--- src/sv/spmq_pkg.sv ---
`timescale 1ns / 1ps
// ----------------------------------------------------------------------------
// spmq_pkg: shared types and constants of the strict priority queue
// Sizes of the level FIFOs, derived widths and the command word that
// passes from the front end to the back end.
// ----------------------------------------------------------------------------
package spmq_pkg;

  localparam int LEVELS      = 16;
  localparam int LEVEL_DEPTH = 16;
  localparam int ITEM_WIDTH  = 16;

  // Fixed port widths.
  localparam int PRI_W   = 4;
  localparam int HANDLE_W = 16;
  localparam int COUNT_W = 9;

  localparam int LVL_W    = (LEVELS > 1) ? $clog2(LEVELS) : 1;
  localparam int PTR_W    = (LEVEL_DEPTH > 1) ? $clog2(LEVEL_DEPTH) : 1;
  localparam int CNT_W    = $clog2(LEVEL_DEPTH + 1);
  localparam int ENTRIES  = LEVELS * LEVEL_DEPTH;
  localparam int ADDR_W   = $clog2(ENTRIES);
  localparam int HELD_RAW = $clog2(ENTRIES + 1);
  localparam int HELD_W   = (HELD_RAW > COUNT_W) ? HELD_RAW : COUNT_W;

  // Command queue between front and back end.
  localparam int QDEPTH = 2;
  localparam int QPTR_W = $clog2(QDEPTH);
  localparam int QCNT_W = $clog2(QDEPTH + 1);

  typedef enum logic {
    OP_ENQUEUE = 1'b0,
    OP_DEQUEUE = 1'b1
  } op_t;

  typedef struct packed {
    logic                  wr;        // store the word at addr
    logic                  rd;        // dequeue that returns a word
    logic [ADDR_W-1:0]     addr;
    logic [ITEM_WIDTH-1:0] data;
    logic                  overflow;
    logic [COUNT_W-1:0]    total;
    logic                  empty;
  } cmd_t;

  function automatic logic [PTR_W-1:0] ptr_next(input logic [PTR_W-1:0] p);
    logic [PTR_W:0] inc;
    inc = {1'b0, p} + (PTR_W + 1)'(1);
    if (inc == (PTR_W + 1)'(LEVEL_DEPTH)) begin
      return '0;
    end
    return inc[PTR_W-1:0];
  endfunction

  function automatic logic [ITEM_WIDTH-1:0] to_item(input logic [HANDLE_W-1:0] h);
    logic [63:0] w;
    w = 64'(h);
    return w[ITEM_WIDTH-1:0];
  endfunction

  function automatic logic [HANDLE_W-1:0] from_item(input logic [ITEM_WIDTH-1:0] d);
    logic [63:0] w;
    w = 64'(d);
    return w[HANDLE_W-1:0];
  endfunction

endpackage

--- src/sv/strict_priority_multilevel_queue.sv ---
`timescale 1ns / 1ps
// Each result passes the command queue, then the registered memory read.
// One access per cycle while busy is low; the back end drains one command word every cycle.
// busy rises only when the command queue is full; the receiver cannot stall results.
// Reset (synchronous, active low) empties every level; the item memory is not cleared.
// ----------------------------------------------------------------------------
// strict_priority_multilevel_queue: one FIFO per level, strict priority service
// Enqueue appends to a level, dequeue returns the head of the lowest-numbered
// non-empty level; every access reports the total count and emptiness.
// ----------------------------------------------------------------------------
module strict_priority_multilevel_queue
  import spmq_pkg::*;
(
  input  logic                clk,
  input  logic                rst_n,
  input  logic                start,
  output logic                busy,
  input  logic                in_operation,
  input  logic [PRI_W-1:0]    in_priority_req,
  input  logic [HANDLE_W-1:0] in_item_in,
  output logic                out_strobe,
  output logic [HANDLE_W-1:0] out_item_out,
  output logic                out_item_valid,
  output logic                out_overflow,
  output logic [COUNT_W-1:0]  out_total_count,
  output logic                out_is_empty
);

  logic acc;
  logic q_full;
  logic q_valid;
  cmd_t front_cmd;
  cmd_t back_cmd;

  assign busy = q_full;
  assign acc  = start && !q_full;

  spmq_front u_front (
    .clk          (clk),
    .rst_n        (rst_n),
    .acc          (acc),
    .operation    (in_operation),
    .priority_req (in_priority_req),
    .item_in      (in_item_in),
    .cmd          (front_cmd)
  );

  spmq_fifo u_fifo (
    .clk       (clk),
    .rst_n     (rst_n),
    .push      (acc),
    .push_cmd  (front_cmd),
    .full      (q_full),
    .pop       (q_valid),
    .pop_valid (q_valid),
    .pop_cmd   (back_cmd)
  );

  spmq_back u_back (
    .clk             (clk),
    .rst_n           (rst_n),
    .cmd_valid       (q_valid),
    .cmd             (back_cmd),
    .out_strobe      (out_strobe),
    .out_item_out    (out_item_out),
    .out_item_valid  (out_item_valid),
    .out_overflow    (out_overflow),
    .out_total_count (out_total_count),
    .out_is_empty    (out_is_empty)
  );

  a_result_follows_access: assert property (@(posedge clk) disable iff (!rst_n)
    (start && !busy) |=> ##1 out_strobe)
    else $error("accepted access produced no result two cycles later");

endmodule

--- src/sv/spmq_front.sv ---
`timescale 1ns / 1ps
// ----------------------------------------------------------------------------
// spmq_front: access classification and level bookkeeping
// Holds head, tail and occupancy of every level, picks the level an access
// works on and issues one command word per accepted access.
// ----------------------------------------------------------------------------
module spmq_front
  import spmq_pkg::*;
(
  input  logic                clk,
  input  logic                rst_n,
  input  logic                acc,
  input  logic                operation,
  input  logic [PRI_W-1:0]    priority_req,
  input  logic [HANDLE_W-1:0] item_in,
  output cmd_t                cmd
);

  logic [PTR_W-1:0]  heads_r  [LEVELS];
  logic [PTR_W-1:0]  tails_r  [LEVELS];
  logic [CNT_W-1:0]  counts_r [LEVELS];
  logic [HELD_W-1:0] held_r;
  logic [HELD_W-1:0] held_nxt;

  logic [LEVELS-1:0] nonempty;
  logic [LVL_W-1:0]  enq_lvl;
  logic [LVL_W-1:0]  deq_lvl;
  logic [LVL_W-1:0]  sel_lvl;
  logic              any_ne;
  logic              is_deq;
  logic [CNT_W-1:0]  sel_cnt;
  logic              lvl_full;
  logic              do_enq;
  logic              do_deq;
  logic [PTR_W-1:0]  sel_ptr;
  logic [PTR_W-1:0]  ptr_nxt;

  always_comb begin
    for (int i = 0; i < LEVELS; i++) begin
      nonempty[i] = (counts_r[i] != '0);
    end
  end

  // Lowest-numbered non-empty level wins.
  always_comb begin
    deq_lvl = '0;
    for (int i = LEVELS - 1; i >= 0; i--) begin
      if (nonempty[i]) begin
        deq_lvl = LVL_W'(i);
      end
    end
  end

  // A requested level past the last one saturates to the last.
  always_comb begin
    if (32'(priority_req) >= 32'(LEVELS)) begin
      enq_lvl = LVL_W'(LEVELS - 1);
    end else begin
      enq_lvl = LVL_W'(priority_req);
    end
  end

  assign any_ne   = |nonempty;
  assign is_deq   = (op_t'(operation) == OP_DEQUEUE);
  assign sel_lvl  = is_deq ? deq_lvl : enq_lvl;
  assign sel_cnt  = counts_r[sel_lvl];
  assign lvl_full = (sel_cnt == CNT_W'(LEVEL_DEPTH));
  assign do_enq   = acc && !is_deq && !lvl_full;
  assign do_deq   = acc && is_deq && any_ne;
  assign sel_ptr  = is_deq ? heads_r[sel_lvl] : tails_r[sel_lvl];
  assign ptr_nxt  = ptr_next(sel_ptr);

  always_comb begin
    held_nxt = held_r;
    if (do_enq) begin
      held_nxt = held_r + HELD_W'(1);
    end else if (do_deq) begin
      held_nxt = held_r - HELD_W'(1);
    end
  end

  always_comb begin
    cmd.wr       = do_enq;
    cmd.rd       = do_deq;
    cmd.addr     = ADDR_W'(ADDR_W'(sel_lvl) * ADDR_W'(LEVEL_DEPTH) + ADDR_W'(sel_ptr));
    cmd.data     = to_item(item_in);
    cmd.overflow = !is_deq && lvl_full;
    cmd.total    = held_nxt[COUNT_W-1:0];
    cmd.empty    = (held_nxt == '0);
  end

  always_ff @(posedge clk) begin
    if (!rst_n) begin
      for (int i = 0; i < LEVELS; i++) begin
        heads_r[i]  <= '0;
        tails_r[i]  <= '0;
        counts_r[i] <= '0;
      end
      held_r <= '0;
    end else begin
      held_r <= held_nxt;
      if (do_enq) begin
        tails_r[sel_lvl]  <= ptr_nxt;
        counts_r[sel_lvl] <= sel_cnt + CNT_W'(1);
      end else if (do_deq) begin
        heads_r[sel_lvl]  <= ptr_nxt;
        counts_r[sel_lvl] <= sel_cnt - CNT_W'(1);
      end
    end
  end

  a_overflow_keeps_count: assert property (@(posedge clk) disable iff (!rst_n)
    (acc && cmd.overflow) |=> $stable(held_r))
    else $error("dropped enqueue changed the item count");

  a_enqueue_counts_up: assert property (@(posedge clk) disable iff (!rst_n)
    do_enq |=> (held_r == $past(held_r) + HELD_W'(1)))
    else $error("accepted enqueue did not raise the item count");

  a_empty_matches_levels: assert property (@(posedge clk) disable iff (!rst_n)
    ((held_r == '0) == (nonempty == '0)))
    else $error("item count disagrees with level occupancy");

endmodule

--- src/sv/spmq_fifo.sv ---
`timescale 1ns / 1ps
// ----------------------------------------------------------------------------
// spmq_fifo: command queue between front and back end
// A short FIFO of command words; full holds off new accesses.
// ----------------------------------------------------------------------------
module spmq_fifo
  import spmq_pkg::*;
(
  input  logic clk,
  input  logic rst_n,
  input  logic push,
  input  cmd_t push_cmd,
  output logic full,
  input  logic pop,
  output logic pop_valid,
  output cmd_t pop_cmd
);

  cmd_t              slots_r [QDEPTH];
  logic [QPTR_W-1:0] wr_ptr_r;
  logic [QPTR_W-1:0] rd_ptr_r;
  logic [QCNT_W-1:0] cnt_r;
  logic [QCNT_W-1:0] cnt_nxt;
  logic              do_push;
  logic              do_pop;

  assign full      = (cnt_r == QCNT_W'(QDEPTH));
  assign pop_valid = (cnt_r != '0);
  assign pop_cmd   = slots_r[rd_ptr_r];
  assign do_push   = push && !full;
  assign do_pop    = pop && pop_valid;

  always_comb begin
    cnt_nxt = cnt_r;
    if (do_push && !do_pop) begin
      cnt_nxt = cnt_r + QCNT_W'(1);
    end else if (do_pop && !do_push) begin
      cnt_nxt = cnt_r - QCNT_W'(1);
    end
  end

  always_ff @(posedge clk) begin
    if (do_push) begin
      slots_r[wr_ptr_r] <= push_cmd;
    end
  end

  always_ff @(posedge clk) begin
    if (!rst_n) begin
      wr_ptr_r <= '0;
      rd_ptr_r <= '0;
      cnt_r    <= '0;
    end else begin
      cnt_r <= cnt_nxt;
      if (do_push) begin
        wr_ptr_r <= (wr_ptr_r == QPTR_W'(QDEPTH - 1)) ? '0 : wr_ptr_r + QPTR_W'(1);
      end
      if (do_pop) begin
        rd_ptr_r <= (rd_ptr_r == QPTR_W'(QDEPTH - 1)) ? '0 : rd_ptr_r + QPTR_W'(1);
      end
    end
  end

endmodule

--- src/sv/spmq_back.sv ---
`timescale 1ns / 1ps
// ----------------------------------------------------------------------------
// spmq_back: item store and result register
// Carries out one command word a cycle against the item memory and drives
// the registered result in the cycle after.
// ----------------------------------------------------------------------------
module spmq_back
  import spmq_pkg::*;
(
  input  logic                clk,
  input  logic                rst_n,
  input  logic                cmd_valid,
  input  cmd_t                cmd,
  output logic                out_strobe,
  output logic [HANDLE_W-1:0] out_item_out,
  output logic                out_item_valid,
  output logic                out_overflow,
  output logic [COUNT_W-1:0]  out_total_count,
  output logic                out_is_empty
);

  logic [ITEM_WIDTH-1:0] mem [ENTRIES];
  logic [ITEM_WIDTH-1:0] rd_data_r;
  logic                  stb_r;
  cmd_t                  res_r;

  // Commands run in order, so a word written here is visible to any later read.
  always_ff @(posedge clk) begin
    if (cmd_valid && cmd.wr) begin
      mem[cmd.addr] <= cmd.data;
    end
    if (cmd_valid) begin
      rd_data_r <= mem[cmd.addr];
      res_r     <= cmd;
    end
  end

  always_ff @(posedge clk) begin
    if (!rst_n) begin
      stb_r <= 1'b0;
    end else begin
      stb_r <= cmd_valid;
    end
  end

  assign out_strobe      = stb_r;
  assign out_item_out    = res_r.rd ? from_item(rd_data_r) : '0;
  assign out_item_valid  = res_r.rd;
  assign out_overflow    = res_r.overflow;
  assign out_total_count = res_r.total;
  assign out_is_empty    = res_r.empty;

  a_valid_not_overflow: assert property (@(posedge clk) disable iff (!rst_n)
    out_strobe |-> !(out_item_valid && out_overflow))
    else $error("result carries both a returned word and an overflow");

endmodule
--- config.mk ---
export PLATFORM = sky130hd
export DESIGN_NAME = strict_priority_multilevel_queue
export DESIGN_NICKNAME = d
export VERILOG_FILES = /design/src/sv/spmq_pkg.sv /design/src/sv/strict_priority_multilevel_queue.sv /design/src/sv/spmq_front.sv /design/src/sv/spmq_fifo.sv /design/src/sv/spmq_back.sv
export SDC_FILE = /design/constraint.sdc
export NUM_CORES = 2
export LEC_CHECK = 0
export BUFFER_PORTS_ARGS = -buffer_cell sky130_fd_sc_hd__buf_2
export CAP_MARGIN = 15
export CORE_UTILIZATION = 45
export DETAILED_ROUTE_END_ITERATION = 10
export HOLD_SLACK_MARGIN = 0.1
export PLACE_DENSITY_LB_ADDON = 0.3
export SLEW_MARGIN = 20
export SYNTH_ARGS = -nofsm -noshare
export SYNTH_HDL_FRONTEND = slang
export SYNTH_MEMORY_MAX_BITS = 65536
export SYNTH_SLANG_ARGS = --single-unit
--- constraint.sdc ---
create_clock -name clk -period 6.1 [get_ports clk]
set_input_delay 0.61 -clock clk [delete_from_list [all_inputs] [get_ports clk]]
set_output_delay 0.61 -clock clk [all_outputs]
set_load 0.02 [all_outputs]
Word-level counts from Yosys, hierarchy flattened
Memory sizes are Yosys's and may differ from the RTL's. A register that Yosys moved wholly into a read port is not among the register bits. Cells that the tools add are included.

Add/subtract/negate cells: 10. Multipliers: 0. Div/mod/pow operators: 0. Order comparisons: 0. Equality and inequality tests: 3. Shifts and indexed selects: 0. Mux-type cells: 52. Bitwise gates (word level): 1. Reduce and logical (&&, ||, !) cells: 38.

Operators with widths (count): 2-to-1 mux 4 bit (25); nonzero test 5 bit (16); 2-to-1 mux 1 bit (20); 2-to-1 mux 9 bit (2); 2-to-1 mux 16 bit (1); OR reduction 16 bit (1); equality test 5 bit (second input constant) (2); logical AND 1 bit (10); 2-to-1 mux 5 bit (2); adder 9 x 1 -> 9 bit (second input constant) (1); zero test 9 bit (1); subtractor 9 x 1 -> 9 bit (second input constant) (1); adder 8 x 4 -> 8 bit (1); OR reduction 4 bit (2); adder 4 x 1 -> 5 bit (second input constant) (1); adder 5 x 1 -> 5 bit (second input constant) (1); zero test 1 bit (5); OR reduction 5 bit (1); subtractor 5 x 1 -> 5 bit (second input constant) (1); 2-to-1 mux 2 bit (2); nonzero test 2 bit (2); adder 1 bit (second input constant) (2); adder 2 x 1 -> 2 bit (second input constant) (1); equality test 2 bit (second input constant) (1); other kinds (2) (2).

Register bits: 26. Latch bits: 0. Bits in writable memories: 4378. ROM bits: 0. Output and inout bits: 30. Word-level logic and storage cells: 118. Memories kept: 5.

Memories: u_back.mem (words 256, bits a word 16, rd ports 1, clocked after Yosys merged registers in 1, wr ports 1, RTL line spmq_back.sv:22) `logic [ITEM_WIDTH-1:0] mem [ENTRIES];`; u_front.counts_r (words 16, bits a word 5, rd ports 17, clocked after Yosys merged registers in 0, wr ports 16, RTL line spmq_front.sv:21) `logic [CNT_W-1:0] counts_r [LEVELS];`; u_fifo.slots_r (words 2, bits a word 37, rd ports 1, clocked after Yosys merged registers in 1, wr ports 1, RTL line spmq_fifo.sv:19) `cmd_t slots_r [QDEPTH];`; u_front.heads_r (words 16, bits a word 4, rd ports 1, clocked after Yosys merged registers in 0, wr ports 16, RTL line spmq_front.sv:19) `logic [PTR_W-1:0] heads_r [LEVELS];`; u_front.tails_r (words 16, bits a word 4, rd ports 1, clocked after Yosys merged registers in 0, wr ports 16, RTL line spmq_front.sv:20) `logic [PTR_W-1:0] tails_r [LEVELS];`.

Longest topological paths before layout
An unclocked memory read counts as a cell.

Depth in word-level cells: 28. Depth in mapped cells: 23.

By module
From an unflattened synthesis, not the netlist that was laid out.

Cell total of the unflattened synthesis: 7859. Area total of the unflattened synthesis: 169881.7 µm².

By module, submodules not included: spmq_back (times used 1, cells each 6735, area an instance 155730.6 µm²); spmq_front (times used 1, cells each 983, area an instance 11223.3 µm²); spmq_fifo (times used 1, cells each 140, area an instance 2914.0 µm²); strict_priority_multilevel_queue (times used 1, cells each 1, area an instance 13.8 µm²).

Worst setup path before layout
OpenSTA, ideal clock, no wires.

Path kind: reg-to-reg. Start: memory u_front.counts_r[12][1] (netlist name). End: memory u_front.tails_r[10][2] (netlist name), data pin. Library setup time: 0.265 ns. Data arrival time: 5.073 ns. Required time: 5.835 ns. Setup slack: 0.762 ns. Cell stages (with the launch flop): 21. Path through: edfxtp_1 -> or4_4 -> nor4_4 -> or3b_1 -> a221oi_4 -> nor2_4 -> buf_6 -> buf_4 -> buf_2 -> buf_2 -> a311oi_1 -> a31oi_1 -> mux4_2 -> clkinv_1 -> buf_1 -> ha_1 -> xor2_1 -> or3_1 -> clkbuf_1 -> clkbuf_1 -> nor2_1.

RTL lines (RTL line): start: declaration (spmq_front.sv:21); end: declaration (spmq_front.sv:20).

==> results.ini <==
[run_status]
status=completed

[power]
pwr_density_cell_nw_per_um2=420
ir_drop_v=0.000509
p_leak_nw=60.1
fin_total_pwr_mw=81.3

[critical_path]
critPathKind=reg -> reg
cp_max_fo=33
cp-end-kind=register
cp.arrival_ps=6380
critPathLaunchType=register
critical_path_required_ps=6770

[logic_synthesis]
synth_compound_area_share_pct=4.05
synthesis.instances=8000
seq_area_frac_synth_pct=78.1
ys_ff_latch=4421
syn_avg_cell_area_um2=21.2
synth_top_family_by_area=multiplexers
async_flop_share_pct=0
synthMuxAreaShare_pct=13.9
yosys.area_share.xor_xnor_pct=0.0877
synth_flop_cell=edfxtp_1
synthAdderAreaFrac_pct=0.0368
syn_area_um2=170000
ys_warn_count=0
syn_nets=8029
yosys.area_share.simple_pct=2.60
synth-edff-count=4406
yosys.cell_types.count=87

[cells_and_area]
multi_input_comb_area_um2=35900
fin_cells=13900
area_growth_pct=14.1
final_area_um2=194000
nets=8579
seqCellArea_um2=133000
fillerInstances=29200
drive_gt1_share_pct=26.8

[floorplan]
core_area_um2=376000
die_h_um=616
initial_core_util_pct=45.2
dieArea_um2=380000
pin_count=54
die_w_um=616
fp-row-count=225

[job]
maxCapViolCount=0

[clock_network]
cts_root_buf=clkbuf_16
cts_setup_buffers=0
cts_tree=yes
cts_buffers=436
cts_sinks=4421
clk_latency_ps=970
clk_pin_slew_ps=60
htree_num_levels=5
cts.path.max_buffers=4

[route]
via_count=85900
wl_per_cell_um=32.2
wl_mm=448
drt_iter0_drc=11400
dr.pass1.iters=6
viasPerCell=6.17
final_antenna_net_count=0
drc=0

[global_routing]
grt_pass1_wl_mm=637
gr-max-usage-layer=met2
gr-total-overflow=0
grt_pass1_vias=85800
grt_antenna_before_repair=29
groute.layer.met2.usage_pct=36.0
gr-usage-met3_pct=4.78
grtUsageMet1_pct=33.5
grt.total_usage_pct=23.3
grt_max_degree=192

[timing]
period_share_pct=93.5
fin_skew_ps=40.4
timing.slew.headroom_pct=14.8
fmax_ghz=0.175
rsz0062_at_grt=no
finalHoldViolCount=0
slew_viol_final=0
setup_viol=0
worstMarginPinSlew_ps=1280
final.min_clock_period_ps=5700
setup_slack_ps=397
fin_setup_tns_ps=0

[place]
hpwlAfterDp_mm=267
placed_area_um2=180000
dp_slack_ps=448
dpl.cell_count=13100
gp_congestion=0.859
portBuffers=53

[worst_hold_path]
hold_class=in -> reg

==> per-layer routing <==
layer  part of all wire (%)  wire (um)  vias up
li1                       -          -    34800
met2                     47     210000     4390
met1                     40     180000    46000
met3                    9.6      43200      678
met5                  0.024        108        -
met4                    3.3      14900       18
==> cell type report <==
class	count	area share (%)
multi-input combinational	3067	18.5
tap	4994	3.23
timing repair buffer	598	2.64
inverter	26	0.0536
sequential	4421	68.5
antenna	26	0.0336
clock inverter	255	1.15
clock buffer	550	5.92
==> placed cells by master, fill, tap and decap left out, types with 18 or more instances in the layout <==
cell type | synthesis | final
nor3_1 | 31 | 29
and2_1 | 26 | 26
buf_2 | 19 | 53
nor2_1 | 467 | 403
clkbuf_1 | 326 | 108
o21ai_0 | 34 | 34
mux2_8 | 0 | 18
nand3_1 | 53 | 53
nor2_2 | 4 | 61
mux4_2 | 1028 | 1028
nand2_1 | 262 | 246
and3_1 | 37 | 36
nor4_1 | 20 | 18
bufinv_16 | 0 | 30
clkinv_2 | 1 | 89
clkbuf_16 | 0 | 442
inv_1 | 19 | 18
o41ai_1 | 27 | 24
o211ai_1 | 18 | 18
a311oi_1 | 18 | 18
buf_12 | 0 | 55
a21oi_1 | 271 | 270
buf_4 | 6 | 472
a22oi_1 | 519 | 518
mux2_2 | 36 | 18
diode_2 | 0 | 26
a31oi_1 | 20 | 20
edfxtp_1 | 4406 | 4406
clkinv_1 | 2 | 101
==> report_power, final <==
group          total (mW)  internal, mW  switching, mW  leakage [nW]
clock network        25.9          14.6           11.3          6.68
registers            36.7          36.5          0.189          40.1
logic                18.6          6.58           12.1          13.4
==> final timing paths <==
kind / start / end / slack, ps / cells past startpoint
hold / removal: start / u_fifo.wr_ptr_r / 250 / 5
setup / recovery: u_front.counts_r[9][3] / u_front.tails_r[4][3] / 400 / 15
setup reg to reg: u_front.counts_r[9][3] / u_front.tails_r[4][3] / 400 / 15
hold reg to reg: u_fifo.rd_ptr_r / u_fifo.rd_ptr_r / 520 / 2
==> kinds of logic after synthesis <==
family	Yosys count
buffers and inverters	512
muxes	1076
AOI/OAI and AO/OA	984
xor gates and xnor gates	17
DFF	4421
adders and majority gates	5
and+or+nand+nor	985
==> cell usage after synthesis (4+ instances only) <==
library cell     n  area (um^2)
nor4_1          20          125
buf_4            6         45.0
o211a_1          6         60.1
ha_1             5         62.6
buf_2           19         95.1
o211ai_1        18          135
buf_1          130          488
mux4_2        1028        23200
a31oi_1         20          125
o41ai_1         27          236
a22oi_1        519         3900
nand2_1        262          983
nor3_1          31          155
o31ai_1          8         60.1
nor2b_1          5         31.3
o21ai_0         34          170
a2111oi_0        6         52.6
a311oi_1        18          158
xnor2_1          9         78.8
buf_6            5         56.3
nand2b_1        12         75.1
nor2_1         467         1750
mux2i_1         12          120
inv_1           19         71.3
nor2_2           4         25.0
xor2_1           8         70.1
and3_1          37          231
clkbuf_1       326         1220
or4_4            4         45.0
o32ai_1          5         43.8
nand4_1         16          100
mux2_2          36          405
dfxtp_1         15          300
edfxtp_1      4406       132000
or4_1           17          128
or3_1            7         43.8
a221oi_1         7         61.3
nand3_1         53          265
a21oi_1        271         1360
and2_1          26          163
==> metrics by stage <==
stage	util, %	hold WS [ps]
floorplan	-	472
global placement	47.8	482
detailed placement	47.8	500
CTS	51.5	195
global route	51.6	254
finish	51.6	253
==> worst max-delay path, stage by stage (launching register included) <==
cell	delay [ps]
edfxtp_1	450
nor4_1	680
nand4_1	390
or3b_1	540
a221oi_4	350
nor2_4	50
buf_4	290
a221oi_1	310
o22ai_1	250
a221oi_4	370
nand3_4	160
o31ai_4	480
inv_2	220
buf_4	220
nand2_1	490
nor3_1	130
==> registers in the layout (all words and copies together) (netlist names), 2 cells and up, named ones only <==
register / count
u_front.counts_r: 80
u_back.out_total_count: 9
u_back.mem: 4096
u_back.rd_data_r: 16
u_fifo.slots_r: 74
u_front.held_r: 9
u_front.tails_r: 64
u_fifo.cnt_r: 2
u_front.heads_r: 64
==> repair_timing <==
item | 4_1_cts | 5_1_grt
endpoints found under the hold margin | 38 | 0
hold buffers | 17 | 0
resized for setup | 0 | 0
(Power assumes the default switching activity.)
